===== src/rtl/core/rpf_pkg.sv =====
`timescale 1ns / 1ps
package rpf_pkg;

    localparam int MODE_W     = 4;
    localparam int FWW        = 11;
    localparam int FHW        = 13;
    localparam int BOW        = 9;
    localparam int CGW        = 12;
    localparam int CFG_IDX_W  = 3;
    localparam int CFG_DATA_W = 13;

    localparam logic [MODE_W-1:0] MODE_GRAY     = 4'd0;
    localparam logic [MODE_W-1:0] MODE_INVERT   = 4'd1;
    localparam logic [MODE_W-1:0] MODE_BLUR     = 4'd2;
    localparam logic [MODE_W-1:0] MODE_SHARPEN  = 4'd3;
    localparam logic [MODE_W-1:0] MODE_BRIGHT   = 4'd4;
    localparam logic [MODE_W-1:0] MODE_CONTRAST = 4'd5;
    localparam logic [MODE_W-1:0] MODE_SEPIA    = 4'd6;
    localparam logic [MODE_W-1:0] MODE_EDGE     = 4'd7;
    localparam logic [MODE_W-1:0] MODE_EMBOSS   = 4'd8;
    localparam logic [MODE_W-1:0] MODE_WARM     = 4'd9;
    localparam logic [MODE_W-1:0] MODE_COOL     = 4'd10;
    localparam logic [MODE_W-1:0] MODE_DRAMA    = 4'd11;
    localparam logic [MODE_W-1:0] MODE_OIL      = 4'd12;

    localparam logic [CFG_IDX_W-1:0] REG_MODE   = 3'd0;
    localparam logic [CFG_IDX_W-1:0] REG_WIDTH  = 3'd1;
    localparam logic [CFG_IDX_W-1:0] REG_HEIGHT = 3'd2;
    localparam logic [CFG_IDX_W-1:0] REG_BRIGHT = 3'd3;
    localparam logic [CFG_IDX_W-1:0] REG_GAIN   = 3'd4;

    localparam logic [MODE_W-1:0] RST_MODE   = MODE_GRAY;
    localparam logic [FWW-1:0]    RST_WIDTH  = 11'd640;
    localparam logic [FHW-1:0]    RST_HEIGHT = 13'd480;
    localparam logic [BOW-1:0]    RST_BRIGHT = 9'd50;
    localparam logic [CGW-1:0]    RST_GAIN   = 12'd384;

    // Color gains in thousandths.
    localparam int SEPIA_K [9] = '{393, 769, 189, 349, 686, 168, 272, 534, 131};
    localparam int K_1200 = 1200;
    localparam int K_1100 = 1100;
    localparam int K_1000 = 1000;
    localparam int K_900  = 900;

    typedef logic [23:0] t_pix;
    typedef t_pix [2:0][2:0] t_win;

    typedef struct packed {
        logic valid;
        logic border;
        logic fend;
    } t_tag;

    typedef struct packed {
        logic [MODE_W-1:0] mode;
        logic [BOW-1:0]    bright;
        logic [CGW-1:0]    gain;
    } t_cfg;

    function automatic logic [7:0] chan(input t_pix p, input int k);
        return p[23-8*k -: 8];
    endfunction

    function automatic logic [7:0] sat8(input logic signed [23:0] v);
        logic [7:0] res;
        if (v < 0) begin
            res = 8'd0;
        end else if (v > 24'sd255) begin
            res = 8'd255;
        end else begin
            res = v[7:0];
        end
        return res;
    endfunction

endpackage


===== src/rtl/core/rpf_filter.sv =====
`timescale 1ns / 1ps
module rpf_filter #(
    parameter int COEF_FRAC_BITS = 10
) (
    input  logic          i_clk,
    input  logic          i_rst_n,
    input  logic          i_en,
    input  rpf_pkg::t_tag i_tag,
    input  rpf_pkg::t_win i_win,
    input  rpf_pkg::t_cfg i_cfg,
    output logic          o_valid,
    output logic [7:0]    o_red,
    output logic [7:0]    o_green,
    output logic [7:0]    o_blue,
    output logic          o_fend
);

    localparam int CW = COEF_FRAC_BITS + 1;
    localparam int PW = 8 + CW;
    localparam int SW = PW + 2;
    localparam int C1200 = (rpf_pkg::K_1200 << COEF_FRAC_BITS) / 1000;
    localparam int C1100 = (rpf_pkg::K_1100 << COEF_FRAC_BITS) / 1000;
    localparam int C1000 = (rpf_pkg::K_1000 << COEF_FRAC_BITS) / 1000;
    localparam int C900  = (rpf_pkg::K_900 << COEF_FRAC_BITS) / 1000;

    rpf_pkg::t_tag r_tag_a;
    rpf_pkg::t_tag r_tag_b;

    logic [7:0]               r_c     [3];
    logic [11:0]              r_blur  [3];
    logic signed [12:0]       r_sharp [3];
    logic signed [12:0]       r_edge  [3];
    logic signed [12:0]       r_emb   [3];
    logic signed [21:0]       r_con   [3];
    logic signed [10:0]       r_bri   [3];
    logic [PW-1:0]            r_scl   [3];
    logic [PW-1:0]            r_sep   [3][3];
    logic [7:0]               n_res   [3];
    logic [7:0]               r_res   [3];
    logic [12:0]              gray_sum;
    logic [7:0]               gray;

    always_ff @(posedge i_clk) begin
        if (!i_rst_n) begin
            r_tag_a <= '0;
            r_tag_b <= '0;
        end else if (i_en) begin
            r_tag_a <= i_tag;
            r_tag_b <= r_tag_a;
        end
    end

    for (genvar ch = 0; ch < 3; ch++) begin : g_lane
        logic [7:0]         px [3][3];
        logic signed [12:0] q  [3][3];
        logic [11:0]        blur;
        logic signed [12:0] blur_s;
        logic signed [8:0]  dev;
        logic [CW-1:0]      k;

        for (genvar r = 0; r < 3; r++) begin : g_row
            for (genvar c = 0; c < 3; c++) begin : g_col
                assign px[r][c] = rpf_pkg::chan(i_win[r][c], ch);
                assign q[r][c]  = $signed({5'b0, px[r][c]});
            end
        end

        assign blur = 12'(px[0][0]) + 12'(px[0][1]) + 12'(px[0][2])
                    + 12'(px[1][0]) + 12'(px[1][1]) + 12'(px[1][2])
                    + 12'(px[2][0]) + 12'(px[2][1]) + 12'(px[2][2]);
        assign blur_s = $signed({1'b0, blur});
        assign dev = $signed({1'b0, px[1][1]}) - 9'sd128;

        // Per-channel gain for the warm, cool and drama tints.
        always_comb begin
            case (i_cfg.mode)
                rpf_pkg::MODE_WARM: begin
                    k = (ch == 0) ? CW'(C1200) : ((ch == 1) ? CW'(C1100) : CW'(C1000));
                end
                rpf_pkg::MODE_COOL: begin
                    k = (ch == 2) ? CW'(C1100) : CW'(C900);
                end
                default: begin
                    k = (ch == 0) ? CW'(C1200) : CW'(C900);
                end
            endcase
        end

        always_ff @(posedge i_clk) begin
            if (i_en) begin
                r_c[ch]     <= px[1][1];
                r_blur[ch]  <= blur;
                r_sharp[ch] <= 13'sd5 * q[1][1] - q[0][1] - q[1][0] - q[1][2] - q[2][1];
                r_edge[ch]  <= 13'sd9 * q[1][1] - blur_s;
                r_emb[ch]   <= q[1][1] + q[1][2] + q[2][1] + 13'sd2 * q[2][2]
                             - 13'sd2 * q[0][0] - q[0][1] - q[1][0] + 13'sd128;
                r_con[ch]   <= 22'(dev) * 22'($signed({1'b0, i_cfg.gain}));
                r_bri[ch]   <= $signed({3'b0, px[1][1]}) + 11'($signed(i_cfg.bright));
                r_scl[ch]   <= PW'(px[1][1]) * PW'(k);
            end
        end

        for (genvar i = 0; i < 3; i++) begin : g_sep
            localparam int SC = (rpf_pkg::SEPIA_K[ch*3+i] << COEF_FRAC_BITS) / 1000;
            always_ff @(posedge i_clk) begin
                if (i_en) begin
                    r_sep[ch][i] <= PW'(rpf_pkg::chan(i_win[1][1], i)) * PW'(SC);
                end
            end
        end

        logic [SW-1:0]      sep_sum;
        logic [23:0]        blur_q;
        logic signed [23:0] sep_v;
        logic signed [23:0] scl_v;
        logic signed [23:0] con_v;

        assign sep_sum = SW'(r_sep[ch][0]) + SW'(r_sep[ch][1]) + SW'(r_sep[ch][2]);
        // Divide by nine: 3641 / 2^15 is exact for sums up to nine full pixels.
        assign blur_q = 24'(r_blur[ch]) * 24'd3641;
        assign sep_v = $signed(24'(sep_sum >> COEF_FRAC_BITS));
        assign scl_v = $signed(24'(r_scl[ch] >> COEF_FRAC_BITS));
        assign con_v = 24'(r_con[ch] >>> 8) + 24'sd128;

        always_comb begin
            case (i_cfg.mode) inside
                rpf_pkg::MODE_GRAY:     n_res[ch] = gray;
                rpf_pkg::MODE_INVERT:   n_res[ch] = 8'd255 - r_c[ch];
                rpf_pkg::MODE_BLUR, rpf_pkg::MODE_OIL: begin
                    n_res[ch] = r_tag_a.border ? r_c[ch] : 8'(blur_q >> 15);
                end
                rpf_pkg::MODE_SHARPEN: begin
                    n_res[ch] = r_tag_a.border ? r_c[ch] : rpf_pkg::sat8(24'(r_sharp[ch]));
                end
                rpf_pkg::MODE_EDGE: begin
                    n_res[ch] = r_tag_a.border ? r_c[ch] : rpf_pkg::sat8(24'(r_edge[ch]));
                end
                rpf_pkg::MODE_EMBOSS: begin
                    n_res[ch] = r_tag_a.border ? r_c[ch] : rpf_pkg::sat8(24'(r_emb[ch]));
                end
                rpf_pkg::MODE_BRIGHT:   n_res[ch] = rpf_pkg::sat8(24'(r_bri[ch]));
                rpf_pkg::MODE_CONTRAST: n_res[ch] = rpf_pkg::sat8(con_v);
                rpf_pkg::MODE_SEPIA:    n_res[ch] = rpf_pkg::sat8(sep_v);
                rpf_pkg::MODE_WARM, rpf_pkg::MODE_COOL, rpf_pkg::MODE_DRAMA: begin
                    n_res[ch] = rpf_pkg::sat8(scl_v);
                end
                default:                n_res[ch] = r_c[ch];
            endcase
        end

        always_ff @(posedge i_clk) begin
            if (i_en) begin
                r_res[ch] <= n_res[ch];
            end
        end
    end

    assign gray_sum = 13'(r_c[0]) * 13'd11 + 13'(r_c[1]) * 13'd16 + 13'(r_c[2]) * 13'd5;
    assign gray = 8'(gray_sum >> 5);

    assign o_valid = r_tag_b.valid;
    assign o_fend  = r_tag_b.fend;
    assign o_red   = r_res[0];
    assign o_green = r_res[1];
    assign o_blue  = r_res[2];

endmodule

===== config.mk =====
export PLATFORM = sky130hd
export DESIGN_NAME = rpf_filter
export DESIGN_NICKNAME = d
export VERILOG_FILES = /design/src/rtl/core/rpf_pkg.sv /design/src/rtl/core/rpf_filter.sv
export SDC_FILE = /design/constraint.sdc
export NUM_CORES = 2
export LEC_CHECK = 0
export BUFFER_PORTS_ARGS = -buffer_cell sky130_fd_sc_hd__buf_2
export CORE_MARGIN = 10
export CORE_UTILIZATION = 55
export CTS_BUF_LIST = sky130_fd_sc_hd__clkbuf_8
export CTS_CLUSTER_SIZE = 24
export DETAILED_ROUTE_END_ITERATION = 12
export PLACE_DENSITY = 0.75
export SLEW_MARGIN = 10
export SYNTH_ARGS = -nofsm -noshare
export SYNTH_HDL_FRONTEND = slang
export SYNTH_SLANG_ARGS = --single-unit

===== constraint.sdc =====
create_clock -name i_clk -period 7.2 [get_ports i_clk]
set_clock_uncertainty 0.1 [all_clocks]
set_input_delay 0 -clock i_clk [delete_from_list [all_inputs] [get_ports i_clk]]
set_output_delay 0 -clock i_clk [all_outputs]
set_load 0.005 [all_outputs]

# After elaboration in Yosys (flattened, before gate mapping)
# Memory sizes are Yosys's and may differ from the RTL's.
# Cells that the tools add are included.
[classes]
n_bitwise = 0
n_div = 0
shift = 0
n_reduce_logical = 3
n_lt_le_gt_ge = 42
mux = 89
multipliers = 26
n_addsub = 80
eq_ne = 12
[op_table]
columns = ["cell", "n"]
rows = [
  ["$mux W8", 84],
  ["$add A12 B8 Y12", 12],
  ["$gt A13 B9 Y1 const B", 9],
  ["$lt A13 B1 Y1 const B", 9],
  ["$sub A13 B9 Y13", 9],
  ["$sub A12 B9 Y13", 6],
  ["$mul A12 B12 Y23 const B", 3],
  ["$lt A11 B1 Y1 const B", 6],
  ["$mul A9 B13 Y22", 3],
  ["$add A20 B19 Y21", 3],
  ["$add A19 B19 Y20", 3],
  ["$add A9 B8 Y10", 6],
  ["$mul A8 B11 Y19", 3],
  ["$add A8 B8 Y9", 6],
  ["$mul A8 B9 Y17 const B", 3],
  ["$mul A8 B8 Y16 const B", 3],
  ["$add A14 B9 Y15 const B", 3],
  ["$gt A15 B9 Y1 const B", 3],
  ["$lt A15 B1 Y1 const B", 3],
  ["$add A13 B9 Y13 const B", 3],
  ["$sub A12 B12 Y13", 3],
  ["$add A11 B8 Y12", 3],
  ["$mul A4 B8 Y12 const A", 3],
  ["$sub A11 B8 Y12", 3],
  ["other kinds (28)", 60],
]
[word_totals]
mem_bits_rw = 510
memories = 10
latchBits = 0
mem_bits_ro = 0
output_inout_bits = 26
elab_cells = 267
reg_bits = 5
[memory_table]
columns = ["name", "depth", "width", "rd", "rd_ports_with_merged_regs", "wr", "line_no", "text"]
rows = [
  ["r_sep", 3, 51, 3, 0, 3, "rpf_filter.sv:37", "logic [PW-1:0] r_sep [3][3];"],
  ["r_con", 3, 22, 3, 0, 3, "rpf_filter.sv:34", "logic signed [21:0] r_con [3];"],
  ["r_scl", 3, 19, 3, 0, 3, "rpf_filter.sv:36", "logic [PW-1:0] r_scl [3];"],
  ["r_edge", 3, 13, 3, 0, 3, "rpf_filter.sv:32", "logic signed [12:0] r_edge [3];"],
  ["r_emb", 3, 13, 3, 0, 3, "rpf_filter.sv:33", "logic signed [12:0] r_emb [3];"],
  ["r_sharp", 3, 13, 3, 0, 3, "rpf_filter.sv:31", "logic signed [12:0] r_sharp [3];"],
  ["4 more memories", "--", "--", "--", "--", "--", "--", ""],
]

# Logic depth before layout (Yosys ltp)
# An unclocked memory read counts as a cell.
[depth]
depth_word = 15
ltp_mapped = 28
mapped_depth_nobuf = 28

# Least setup slack after synthesis
# OpenSTA, ideal clock, no wires.
[synth_path]
path_kind = "input to register"
start = "in i_win[146] (netlist bit)"
end = "mem r_edge[2][12], in the netlist r_edge[0][38], data pin"
stages = 23
path_buffers = 0
setup_ps = 258
arrival_time_ps = 5546
setup_slack_ps = 1297
t_required_ps = 6842
cell_sequence = "fa_1 fa_1 fa_1 inv_1 fa_1 inv_1 ha_1 fa_1 a21o_1 a21oi_1 xnor2_1 ha_1 ha_1 inv_1 fa_1 inv_1 ha_1 nor2b_1 o21a_1 nor3_1 nor2_1 o41a_1 xnor2_1"
[synth_lines]
columns = ["item", "line_no", "text"]
rows = [
  ["start: declaration", "rpf_filter.sv:9", "input rpf_pkg::t_win i_win,"],
  ["end: declaration", "rpf_filter.sv:32", ""],
]

==> impl_metrics.toml <==
[sta]
finalSetupViolations = 0
min_period_ns = 6.48
fmax_mhz = 154
post-route-period-util_pct = 90.0
relSlewSlack_pct = 17.1
tightest_slew_ns = 1.23
rsz0062_at_grt = "no"
setup_tns_ns = 0
report.final.slew_viol_count = 0
hold_viol = 0

[grt]
grt_max_degree = 151
antenna_found_initial = 25
grt_usage_pct = 26.8
grt-ovfl-total = 0
grt_pass1_vias = 51405
grt_pass1_wl_um = 284000

[finish]
final_common_cell = "inv_1"
num-nets-final = 9383
drive_gt1_share_pct = 7.33
synthToLayoutAreaGrowth_pct = 8.84
fin_cells = 8703
final_cell_mix = "inv_1, ha_1, fa_1"

[die]
fp.coreArea_mm2 = 0.120
dieArea_mm2 = 0.136
initial_utilization_pct = 55.6
rows = 127
die_w_um = 369
ios = 273
dieHeight_um = 369

[route]
dr.pass1.iters = 7
ant_nets = 0
drc = 0
dr_total_vias = 48472
wl_um = 181000
wire_per_inst_um = 20.8
via_per_inst = 5.57
drt_iter0_markers = 3977

[clocking]
cts_root_buf = "clkbuf_8"
clk_latency_ns = 0.74
cts_made_buffers = 81
cts-resized-gates = 0
cts_tree = "yes"
cts_buffer_depth = 3
htree_num_levels = 3
cts.sinks = 428
cts.clk_slew.worst_paths_ns = 0.06

[critical_path]
critPathMaxFanout = 26
crit_slowest_cell = "fa_1"
path_buf_inv = 8
cpLargestDelayFamily = "adder cells"
startpoint_type = "input pin"
cp-end-kind = "flip-flop"
r2r_start = "r_blur[0][21]"
crit_type = "in -> reg"
r2r-end = "r_res[0][14]"
worst_ep_arrival_time_ns = 6.93
slowest_delay_ns = 0.56
ff2ff_setup_slack_ns = 0.98
cp_common_cell = "fa_1"
reg2reg_depth = 18
cp_data_required_time_ns = 7.65

[synth]
ys_seq_area_share_pct = 19.1
netlist_instances = 6621
syn_area_mm2 = 0.0670
synth.top_cell.area_share_pct = 27.1
synth_top_area_cell = "fa_1"
synth.distinct_cells = 83
synthArstFlopShare_pct = 0
ys_warn_count = 0
netlist_top_cells_area = "fa_1, ha_1, edfxtp_1"
synth-edff-count = 423
syn_avg_cell_area_um2 = 10.1
synth_seq_cells = 428
synth_ff_type = "edfxtp_1"

[place]
gp_congestion = 0.950
portBuffers = 272
hpwl_um = 150000
placed_cells = 8468

[worst_hold_path]
whs_path_depth = 3
min_to = "r_sep[2][21]"
min_from = "i_win[104]"
hold_path_class = "in -> reg"

[run_status]
status = "finished, final reports clean"

[flow_run]
cap_violations = 0
## logic make-up after synthesis
family	count (synthesis)	share of synthesized area, %
compound gates	1009	9.38
xor+xnor	378	4.94
fa+ha+maj	2116	49.7
buf+inv	1609	9.02
flops	428	19.1
mux	9	0.136
other cells	2	0.0112
simple gates	1070	7.70
## worst register-to-register path, cell delays in order (launching register included)
cell and delay, ns:
edfxtp_1 0.60, fa_1 0.50, ha_1 0.32, inv_1 0.07, fa_1 0.44, fa_1 0.53, inv_1 0.06, fa_1 0.47
ha_1 0.29, nand3_1 0.09, a211oi_1 0.28, a2111oi_1 0.14, nor3_1 0.54, a41oi_1 0.28, a21oi_1 0.28, xnor2_1 0.15
o21ai_0 0.27, a21oi_1 0.08, o221ai_1 0.48
## through the flow
step	util, %	hold WS (ns)	area [um^2]	setup WS (ns)
after floorplan	-	-0.00113	67000	1.30
after global placement	58.5	0.164	70500	0.781
after detailed placement	58.5	0.171	70500	0.761
after CTS	60.5	0.00151	72900	0.797
after global routing	60.5	0.0352	72900	0.365
final	60.5	0.00445	72900	0.718
## area by class of cell
| type | count | area, um^2 |
|---|---|---|
| Inverter | 1495 | 5610 |
| Clock buffer | 82 | 1130 |
| Clock inverter | 66 | 439 |
| Timing Repair Buffer | 419 | 2690 |
| Fill cell | 10065 | 47600 |
| Antenna cell | 6 | 15.0 |
| Tap cell | 1612 | 2020 |
| Multi-Input combinational cell | 4595 | 48200 |
| Sequential cell | 428 | 12800 |
## registers in the layout, indices dropped and copies added (netlist names), 3 cells and up
name / flops
r_sep: 123
r_scl: 27
r_tag_a: 3
r_emb: 39
r_c: 24
r_sharp: 39
r_res: 24
r_con: 42
r_bri: 30
r_blur: 36
r_edge: 39
## worst max-delay path by stage
stage | from | endpoint | cells after the start
global placement | i_win[114] | r_edge[0][12] | 26
CTS | i_win[98] | r_emb[0][38] | 26
global route | i_win[98] | r_emb[0][38] | 26
finish | i_win[98] | r_emb[0][38] | 26
detailed placement | i_win[114] | r_edge[0][12] | 26
floorplan | i_win[146] | r_edge[0][38] | 23
## timing repair
| item | 4_1_cts | 5_1_grt |
|---|---|---|
| setup buffers | 0 | 0 |
| hold buffers | 81 | 0 |
| hold endpoints to repair | 166 | 0 |
## synthesized netlist by cell type (all sizes together), types with 8 or more instances
library cell	number
o21bai	82
o211ai	16
or4	12
o31ai	16
edfxtp	423
and2	112
a21boi	17
buf	14
a31oi	35
or3	25
ha	1211
nand3	46
clkbuf	100
a221oi	8
fa	905
xor2	91
mux2i	8
a21oi	297
a41oi	8
o21a	41
and3	16
nand2b	44
nand2	336
nand4	18
nor3b	10
or2	39
a211oi	23
o221ai	9
o21ai	283
a311oi	8
nor3	58
inv	1495
nor2	259
a21o	85
nor2b	69
xnor2	287
## layer usage
metal | track usage (%) | routed length [um] | vias to the layer above | part of all wire (%)
met1 | 33.8 | 72200 | 23933 | 40
met4 | 8.47 | 6210 | 24 | 3.4
li1 | - | - | 22398 | -
met5 | 0 | 148 | - | 0.082
met2 | 44.9 | 86300 | 1699 | 48
met3 | 6.55 | 16400 | 418 | 9.1
Power is not shown: default switching activity piles up to over one toggle a cycle in this logic, so the estimate is an artifact.
